### src/sv/fcls_pkg.sv
// shared types and constants of the four-field range rule classifier
package fcls_pkg;

  localparam int MAX_RULES   = 256;
  localparam int FIELD_COUNT = 4;
  localparam int VAL_W       = 32;
  localparam int IDX_W       = (MAX_RULES > 1) ? $clog2(MAX_RULES) : 1;
  localparam int CNT_W       = $clog2(MAX_RULES + 1);
  localparam int POS_IN_W    = 8;
  localparam int COUNT_OUT_W = 9;
  localparam int PC_W        = (CNT_W > POS_IN_W) ? CNT_W : POS_IN_W;
  localparam int CO_W        = (CNT_W > COUNT_OUT_W) ? CNT_W : COUNT_OUT_W;

  typedef logic [VAL_W-1:0] val_t;

  typedef struct packed {
    val_t [FIELD_COUNT-1:0] lo;
    val_t [FIELD_COUNT-1:0] hi;
  } rule_t;

  localparam int RULE_W = $bits(rule_t);

  typedef enum logic [1:0] {
    ACT_CLASSIFY = 2'd0,
    ACT_INSERT   = 2'd1,
    ACT_REMOVE   = 2'd2,
    ACT_CLEAR    = 2'd3
  } action_t;

  typedef enum logic [1:0] {
    STAT_OK    = 2'd0,
    STAT_RANGE = 2'd1,
    STAT_FULL  = 2'd2
  } status_t;

  typedef enum logic [2:0] {
    S_IDLE,
    S_CLASSIFY,
    S_SHIFT_UP,
    S_SHIFT_DOWN,
    S_WRITE,
    S_DONE
  } state_t;

endpackage

### src/sv/fcls_match.sv
// range check of a key against one rule over all four fields
module fcls_match (
  input  fcls_pkg::val_t [fcls_pkg::FIELD_COUNT-1:0] key,
  input  fcls_pkg::rule_t                            rule,
  output logic                                       hit
);

  always_comb begin
    hit = 1'b1;
    for (int f = 0; f < fcls_pkg::FIELD_COUNT; f++) begin
      if ((key[f] < rule.lo[f]) || (key[f] > rule.hi[f])) begin
        hit = 1'b0;
      end
    end
  end

endmodule

### config.mk
export PLATFORM = sky130hd
export DESIGN_NAME = fcls_match
export DESIGN_NICKNAME = d
export VERILOG_FILES = /design/src/sv/fcls_pkg.sv /design/src/sv/fcls_match.sv
export SDC_FILE = /design/constraint.sdc
export NUM_CORES = 1
export LEC_CHECK = 0
export BUFFER_PORTS_ARGS = -buffer_cell sky130_fd_sc_hd__buf_4
export CAP_MARGIN = 20
export CORE_AREA = 5 5 148 150
export DETAILED_ROUTE_END_ITERATION = 10
export DIE_AREA = 0 0 153 155
export PLACE_DENSITY = 0.7
export SETUP_SLACK_MARGIN = 0.02
export SLEW_MARGIN = 20
export SYNTH_ARGS = -nofsm -noshare
export SYNTH_HDL_FRONTEND = slang
export SYNTH_SLANG_ARGS = --single-unit
export TNS_END_PERCENT = 100
### constraint.sdc
create_clock -name vclk -period 1.78
set_input_delay 0.089 -clock vclk [all_inputs]
set_output_delay 0.089 -clock vclk [all_outputs]
set_load 0.03 [all_outputs]
==> run_results.csv, run 1 <==
group,metric,value,unit
sta,slew_headroom,59.0,%
synthesis,synth.area.top_cells,"ha_1, inv_1, a21oi_1, nand4_1, nand2_1",
floorplan,io_pins,385,
power,powerDensity,219,nW/um^2
detailed_routing,vias,7846,
synthesis,yosysSeqAreaShare,0,%
floorplan,die_x,153,um
worst_hold_path,hold_path.class,"in -> out",
global_route,grt_max_degree,4,
global_route,grt_pass1_vias,8071,
setup_path,crit_path_end_kind,"output pin",
floorplan,rows,53,
global_route,grt_antenna_before_repair,0,
finish,seq_cells,0,
global_route,grt_pass1_wl,37.7,mm
setup_path,worstSetupStartpointType,"input pin",
detailed_routing,drt-total-wl,24.5,mm
power,clkPwrFrac,0,%
setup_path,critical_path.startpoint,"key[73]",
sta,finalSetupTns,-0.777,ns
detailed_routing,viasPerCell,4.70,
synthesis,synth_cells,892,
synthesis,ys_warn_count,0,
sta,fin_ws,-0.777,ns
run_status,violations,"setup timing",
finish,seq_area,0,um^2
finish,drive_gt1_share,40.8,%
power,swShare,42.6,%
worst_hold_path,worstHoldStart,"rule[223]",
sta,fin_crit_sh,144,%
power,total_leakage_power,0.00650,uW
synthesis,synth_cell_types,39,
floorplan,fp.dieArea,23700,um^2
power,comb_power_share,100.0,%
synthesis,synth.cell_area,6260,um^2
sta,rsz0062_at_grt,"true",
detailed_routing,ant_nets,0,
placed_design,hpwl,23.2,mm
setup_path,critPathArrivalTime,2.47,ns
detailed_routing,drt-pass1-iter-count,4,
synthesis,synth_top_area_share,50.4,%
setup_path,cp.required,1.69,ns
sta,fmax,0.391,GHz
sta,hold_viol,0,
synthesis,synth_top_cell_by_area,"ha_1",
cts,ctsHoldBuffers,0,
synthesis,synthMostInstantiatedCell,"inv_1",
finish,final_nets,2034,
finish,num_antenna_cells,0,
sta,worst_pin_slew,0.613,ns
sta,drv_slew,0,
global_route,track_usage,19.1,%
sta,period_needed,2.56,ns
floorplan,core_area,20600,um^2
setup_path,cp_max_fo,2,
detailed_routing,avgRoutedWirePerCell,14.7,um
detailed_routing,detail_route.iter0.violations,161,
synthesis,synth.top_cells.by_count,"inv_1, ha_1, a21oi_1",
floorplan,die_height,155,um
setup_path,path_class,"in -> out",
synthesis,synth_fp_nets,1528,
power,power.internal,1380,uW
floorplan,start_util,30.4,%
finish,utilization,53.3,%
run_status,status,"finished with violations",
placed_design,place_ws,-1.05,ns
job,cap_viol_max_count,0,
synthesis,syn_area_per_cell,7.01,um^2
detailed_routing,drc,0,
power,switchingPower,1020,uW
power,ir_worst_vdd,111,uV
finish,areaGrowthSynthToFinish,75.1,%
power,p_seq_share,0,%
placed_design,gp_congestion,0.957,
sta,setup_violations,1,
global_route,grt-ovfl-total,0,
placed_design,port_buffers,385,
finish,clkbuf_count,0,
sta,hold_ws,0.894,ns
==> per-stage QoR <==
stage / total power (uW) / std cells / area [um^2]
2_1_floorplan: 1000 / 892 / 6430
3_3_place_gp: 2220 / 1667 / 10500
3_5_place_dp: 2280 / 1667 / 10500
4_1_cts: 2350 / 1669 / 10800
5_1_grt: 2710 / 1671 / 11000
6_report: 2390 / 1671 / 11000
==> worst max-delay path, stage by stage <==
cell       delay [ns]
buf_4            0.12
ha_1             0.29
a21oi_1          0.06
o21ai_0          0.24
a211oi_1         0.09
o31ai_1          0.23
buf_4            0.17
a21oi_1          0.06
a2111oi_1        0.59
buf_4            0.22
o311a_4          0.17
buf_6            0.13
==> cell usage in the layout (no fill, tap or decap), types with 3 or more instances in the layout <==
cell | synthesis | final
ha_4 | 0 | 25
nand2_1 | 61 | 61
inv_1 | 255 | 237
a221oi_1 | 4 | 3
a221oi_2 | 2 | 3
a21oi_2 | 0 | 4
and4_1 | 5 | 5
a41oi_1 | 3 | 3
a211oi_1 | 15 | 13
nand3_1 | 16 | 16
nor3_1 | 4 | 4
a211o_1 | 3 | 3
nor4_4 | 0 | 3
buf_6 | 0 | 17
nand2b_1 | 4 | 4
nor2_1 | 28 | 28
o21ai_0 | 39 | 34
inv_2 | 0 | 6
inv_4 | 0 | 11
o211ai_1 | 6 | 6
nor4_2 | 0 | 3
ha_1 | 252 | 227
nor2b_1 | 5 | 5
o21ai_1 | 1 | 5
nand4_1 | 37 | 37
a21oi_1 | 95 | 90
a21o_1 | 24 | 24
buf_4 | 0 | 485
==> timing repair <==
action	in CTS	in global routing
pin swaps	26	21
endpoints found under the setup margin	1	1
endpoints found under the hold margin	0	0
setup buffers	2	2
resized for setup	42	37
==> worst paths after layout <==
| check | end | slack (ns) | cells past startpoint |
|---|---|---|---|
| setup / recovery | hit | -0.78 | 12 |
| hold / removal | hit | 0.89 | 5 |
==> cell families (layout without fill, tap and decap cells) <==
group                    count (synthesis)  count (layout)  share of synthesized area, %
buffers and inverters                  255             759                          15.3
adder cells (fa/ha/maj)                252             252                          50.4
AO/OA/AOI/OAI                          212             212                          20.7
AND/OR/NAND/NOR                        173             173                          13.6
==> power groups by stage <==
stage | clock network, uW | logic, uW | registers [uW]
after detailed placement | 0 | 2280 | 0
after CTS | 0 | 2350 | 0
after global routing | 0 | 2710 | 0
after floorplan | 0 | 1000 | 0
after global placement | 0 | 2220 | 0
final | 0 | 2390 | 0
==> per-layer routing <==
metal | share of wire, % | wire length (um) | vias to the layer above | track usage (%)
li1 | - | - | 4100 | -
met1 | 40 | 9850 | 3467 | 21.7
met2 | 51 | 12600 | 249 | 37.5
met3 | 6.3 | 1540 | 30 | 3.37
met4 | 2.2 | 537 | 0 | 3.65
met5 | 0 | 0 | - | 0
==> area by class of cell <==
type,instances,area (um^2)
fillers,1969,9600
multi-input cells,637,5750
repair buffers,504,3860
inverters,255,997
well taps,275,344
Note: power is estimated with default switching activity, not from simulation.
==> run 2, diff against run 1 <==
--- a/config.mk
+++ b/config.mk
@@ -7,10 +7,10 @@
 export LEC_CHECK = 0
 export BUFFER_PORTS_ARGS = -buffer_cell sky130_fd_sc_hd__buf_4
 export CAP_MARGIN = 20
-export CORE_AREA = 5 5 148 150
+export CORE_AREA = 5 5 146 148
 export DETAILED_ROUTE_END_ITERATION = 10
-export DIE_AREA = 0 0 153 155
-export PLACE_DENSITY = 0.7
+export DIE_AREA = 0 0 151 153
+export PLACE_DENSITY_LB_ADDON = 0.1
 export SETUP_SLACK_MARGIN = 0.02
 export SLEW_MARGIN = 20
 export SYNTH_ARGS = -nofsm -noshare
==> constraint.sdc (replaced) <==
create_clock -name vclk -period 2.7
set_input_delay 0.135 -clock vclk [all_inputs]
set_output_delay 0.135 -clock vclk [all_outputs]
set_load 0.03 [all_outputs]
==> run_results.csv, run 2 (same netlist as run 1, synthesis figures left out) <==
group,metric,value,unit
floorplan,die_height,153,um
power,total_leakage_power,0.00595,uW
setup_path,critPathTopFamily,"compound AO/OA/AOI/OAI gates",
setup_path,critical_path.startpoint,"key[3]",
detailed_routing,detail_route.iter0.violations,93,
sta,hold_viol,0,
global_route,grt_antenna_before_repair,1,
finish,seq_cells,0,
setup_path,worstSetupStartpointType,"input pin",
placed_design,port_buffers,385,
finish,final_nets,1923,
placed_design,place_ws,-0.415,ns
finish,seq_area,0,um^2
setup_path,crit_buf_inv,2,
power,powerDensity,138,nW/um^2
setup_path,cp.required,2.57,ns
finish,mostFrequentLayoutCell,"buf_4",
global_route,grt_pass1_wl,34.4,mm
setup_path,cp_slowest_cell,"a211o_1",
sta,setup_violations,0,
detailed_routing,ant_nets,0,
floorplan,core_area,19900,um^2
global_route,grt-ovfl-total,0,
sta,worst_pin_slew,0.483,ns
sta,fin_ws,0.175,ns
finish,design_area,9810,um^2
setup_path,path_class,"in -> out",
floorplan,start_util,31.4,%
sta,fmax,0.396,GHz
finish,clkbuf_count,0,
floorplan,fp.dieArea,23100,um^2
placed_design,hpwl,21.8,mm
global_route,track_usage,18.2,%
global_route,grt_max_degree,5,
finish,num_antenna_cells,0,
floorplan,rows,52,
sta,drv_slew,0,
global_route,grt_pass1_vias,7294,
placed_design,place_area,9550,um^2
sta,slew_headroom,67.4,%
setup_path,max_stage_delay,0.33,ns
worst_hold_path,hold_path.class,"in -> out",
sta,period_needed,2.53,ns
detailed_routing,viasPerCell,4.61,
floorplan,die_x,151,um
power,ir_worst_vdd,63.0,uV
run_status,status,"finished, final reports clean",
detailed_routing,drc,0,
detailed_routing,drt-pass1-iter-count,4,
job,cap_viol_max_count,0,
sta,finalSetupTns,0,ns
detailed_routing,drt-total-wl,22.7,mm
finish,drive_gt1_share,33.7,%
setup_path,critPathArrivalTime,2.39,ns
finish,areaGrowthSynthToFinish,56.8,%
detailed_routing,vias,7166,
setup_path,crit_path_end_kind,"output pin",
floorplan,io_pins,385,
sta,fin_crit_sh,93.5,%
sta,hold_ws,0.818,ns
finish,final_cell_mix,"buf_4, inv_1, ha_1, a21oi_1, nand2_1",
placed_design,gp_congestion,0.862,
setup_path,cp_max_fo,2,
worst_hold_path,worstHoldStart,"key[95]",
setup_path,crit_top_cell,"a211o_1",
sta,rsz0062_at_grt,"false",
detailed_routing,avgRoutedWirePerCell,14.6,um
setup_path,path_cells,"buf_4, ha_1, o21a_1, nor2_1, nor4_1, o21ai_1, a211o_1, a211o_1, a221oi_4, o311a_1, buf_6",
-- run 2: final timing paths --
| check | end | cells after the start | slack [ns] |
|---|---|---|---|
| max | hit | 11 | 0.17 |
| min | hit | 4 | 0.82 |
-- run 2: area by class of cell --
type | instances | area [um^2]
fillers | 2103 | 10100
inverters | 255 | 960
well taps | 270 | 338
repair buffers | 393 | 2950
multi-input cells | 637 | 5560
-- run 2: repair_timing --
| item | CTS | global route |
|---|---|---|
| pin swaps | 6 | 18 |
| hold buffers | 0 | 0 |
| buffers inserted | 0 | 0 |
| cloned | 0 | 0 |
| setup endpoints to repair | 1 | 1 |
| resized for setup | 9 | 40 |
-- run 2: through the flow --
step / cells / total power, uW / util (%)
after global routing: 1555 / 1560 / 49.3
after CTS: 1555 / 1320 / 48.1
after global placement: 1555 / 1290 / 47.9
final: 1555 / 1350 / 49.3
after detailed placement: 1555 / 1300 / 47.9
after floorplan: 892 / 643 / -
-- run 2: per-layer routing --
metal,part of all wire [%],global-route usage (%),vias to the layer above
li1,-,-,3878
met1,38,19.8,3046
met2,51,35.2,224
met3,10,5.33,16
met4,1.3,1.99,2
met5,0.049,0,-
-- run 2: worst min-delay path, cell delays in order --
cell,delay [ns]
buf_4,0.09
ha_1,0.13
o311a_1,0.18
buf_6,0.14
-- run 2: power by group --
group	switching, uW	internal, uW	leakage, uW	total [uW]
logic	593	762	0.00595	1350
registers	0	0	0	0
clock network	0	0	0	0
==> run 3, diff against run 2 <==
--- a/config.mk
+++ b/config.mk
@@ -5,11 +5,11 @@
 export SDC_FILE = /design/constraint.sdc
 export NUM_CORES = 1
 export LEC_CHECK = 0
-export BUFFER_PORTS_ARGS = -buffer_cell sky130_fd_sc_hd__buf_4
 export CAP_MARGIN = 20
-export CORE_AREA = 5 5 146 148
+export CORE_AREA = 5 5 148 150
 export DETAILED_ROUTE_END_ITERATION = 10
-export DIE_AREA = 0 0 151 153
+export DIE_AREA = 0 0 153 155
+export DONT_BUFFER_PORTS = 1
 export PLACE_DENSITY_LB_ADDON = 0.1
 export SETUP_SLACK_MARGIN = 0.02
 export SLEW_MARGIN = 20
==> constraint.sdc (replaced) <==
create_clock -name vclk -period 2.13
set_input_delay 0.1065 -clock vclk [all_inputs]
set_output_delay 0.1065 -clock vclk [all_outputs]
set_load 0.03 [all_outputs]
==> run_results.csv, run 3 (same netlist as run 1, synthesis figures left out) <==
group,metric,value,unit
run_status,status,"finished with violations",
run_status,violations,"setup timing",
sta,period_needed,2.26,ns
setup_path,critPathArrivalTime,2.15,ns
power,comb_power_share,100.0,%
power,ir_worst_vdd,68.8,uV
floorplan,rows,53,
setup_path,cp_slowest_cell,"a221oi_2",
power,total_leakage_power,0.00421,uW
setup_path,path_class,"in -> out",
global_route,grt_pass1_wl,32.5,mm
global_route,grt_antenna_before_repair,0,
floorplan,core_area,20600,um^2
job,cap_viol_max_count,0,
sta,drv_slew,0,
finish,final_cells,1202,
sta,fin_ws,-0.131,ns
worst_hold_path,hold_path.class,"in -> out",
finish,utilization,35.1,%
sta,slew_headroom,68.2,%
power,swShare,51.7,%
setup_path,cp_max_fo,1,
global_route,track_usage,16.7,%
power,clkPwrFrac,0,%
finish,seq_cells,0,
sta,worst_pin_slew,0.471,ns
detailed_routing,drt-pass1-iter-count,7,
finish,clkbuf_count,0,
finish,num_antenna_cells,0,
power,power.internal,577,uW
global_route,grt-ovfl-total,0,
sta,hold_viol,0,
floorplan,fp.dieArea,23700,um^2
setup_path,crit_top_cell,"a211o_1",
setup_path,worstSetupStartpointType,"input pin",
floorplan,die_x,153,um
finish,areaGrowthSynthToFinish,15.4,%
sta,fmax,0.442,GHz
global_route,grt_max_degree,4,
finish,n_fill_cell,2338,
sta,setup_violations,1,
finish,mostFrequentLayoutCell,"inv_1",
detailed_routing,vias,5984,
floorplan,io_pins,385,
power,switchingPower,619,uW
finish,seq_area,0,um^2
finish,drive_gt1_share,9.39,%
power,p_total,1200,uW
detailed_routing,detail_route.iter0.violations,145,
floorplan,start_util,30.4,%
detailed_routing,avgRoutedWirePerCell,17.8,um
detailed_routing,drc,0,
detailed_routing,ant_nets,0,
sta,rsz0062_at_grt,"true",
power,p_seq_share,0,%
setup_path,crit_path_end_kind,"output pin",
setup_path,path_cells,"inv_1, ha_1, a2111oi_1, nor4_2, o21ai_1, a211o_1, a211o_1, a221oi_2, o311a_1, buf_12",
setup_path,cp.required,2.02,ns
placed_design,hpwl,20.7,mm
finish,final_cell_mix,"inv_1, ha_1, a21oi_1, nand2_1, nand4_1",
placed_design,dp.cells,1199,
power,powerDensity,166,nW/um^2
sta,fin_crit_sh,106,%
setup_path,max_stage_delay,0.33,ns
finish,final_nets,1565,
setup_path,critPathTopFamily,"compound AO/OA/AOI/OAI gates",
setup_path,crit_buf_inv,2,
placed_design,port_buffers,0,
sta,hold_ws,0.725,ns
cts,ctsHoldBuffers,0,
floorplan,die_height,155,um
detailed_routing,drt-total-wl,21.4,mm
placed_design,gp_congestion,0.840,
global_route,grt_pass1_vias,6180,
detailed_routing,viasPerCell,4.98,
[run 3: cell types whose count changed in the layout (fill, tap and decap cells not counted), sizes merged]
cell  before  now
buf      393   35
[run 3: per-layer routing]
metal	track usage, %	vias up	share of wire [%]	wire, um
met1	18.2	2570	37	8000
met2	32.3	244	52	11100
met5	0	-	0	0
li1	-	3162	-	-
met3	6.43	8	10	2210
met4	0.849	0	0.62	132
[run 3: path summary, 6_finish.rpt]
check,from,end,depth (start not counted)
setup / recovery,rule[129],hit,10
hold / removal,key[95],hit,3
[run 3: repair_timing]
action | in CTS | in global routing
resized for setup | 61 | 9
endpoints found under the setup margin | 1 | 1
pin swaps | 45 | 6
setup buffers | 4 | 0
[run 3: cell type report]
cell class	count	area [um^2]	share of cell area (%)
Timing Repair Buffer	35	275	3.81
Multi-Input combinational cell	637	5610	77.7
Inverter	255	990	13.7
Tap cell	275	344	4.76
[run 3: power groups by stage]
stage	Clock, uW	Combinational (uW)	Sequential (uW)
after floorplan	0	817	0
after global placement	0	1140	0
after detailed placement	0	1130	0
after CTS	0	1210	0
after global routing	0	1420	0
final	0	1200	0
[run 3: metrics by stage]
step                      setup slack [ns]  TNS [ns]  area [um^2]
after floorplan                     0.0257         0         6270
final                               -0.131    -0.131         7220
after CTS                           -0.156    -0.156         7190
after global routing                -0.270    -0.270         7220
after detailed placement            -0.303    -0.303         6870
after global placement              -0.302    -0.302         6870
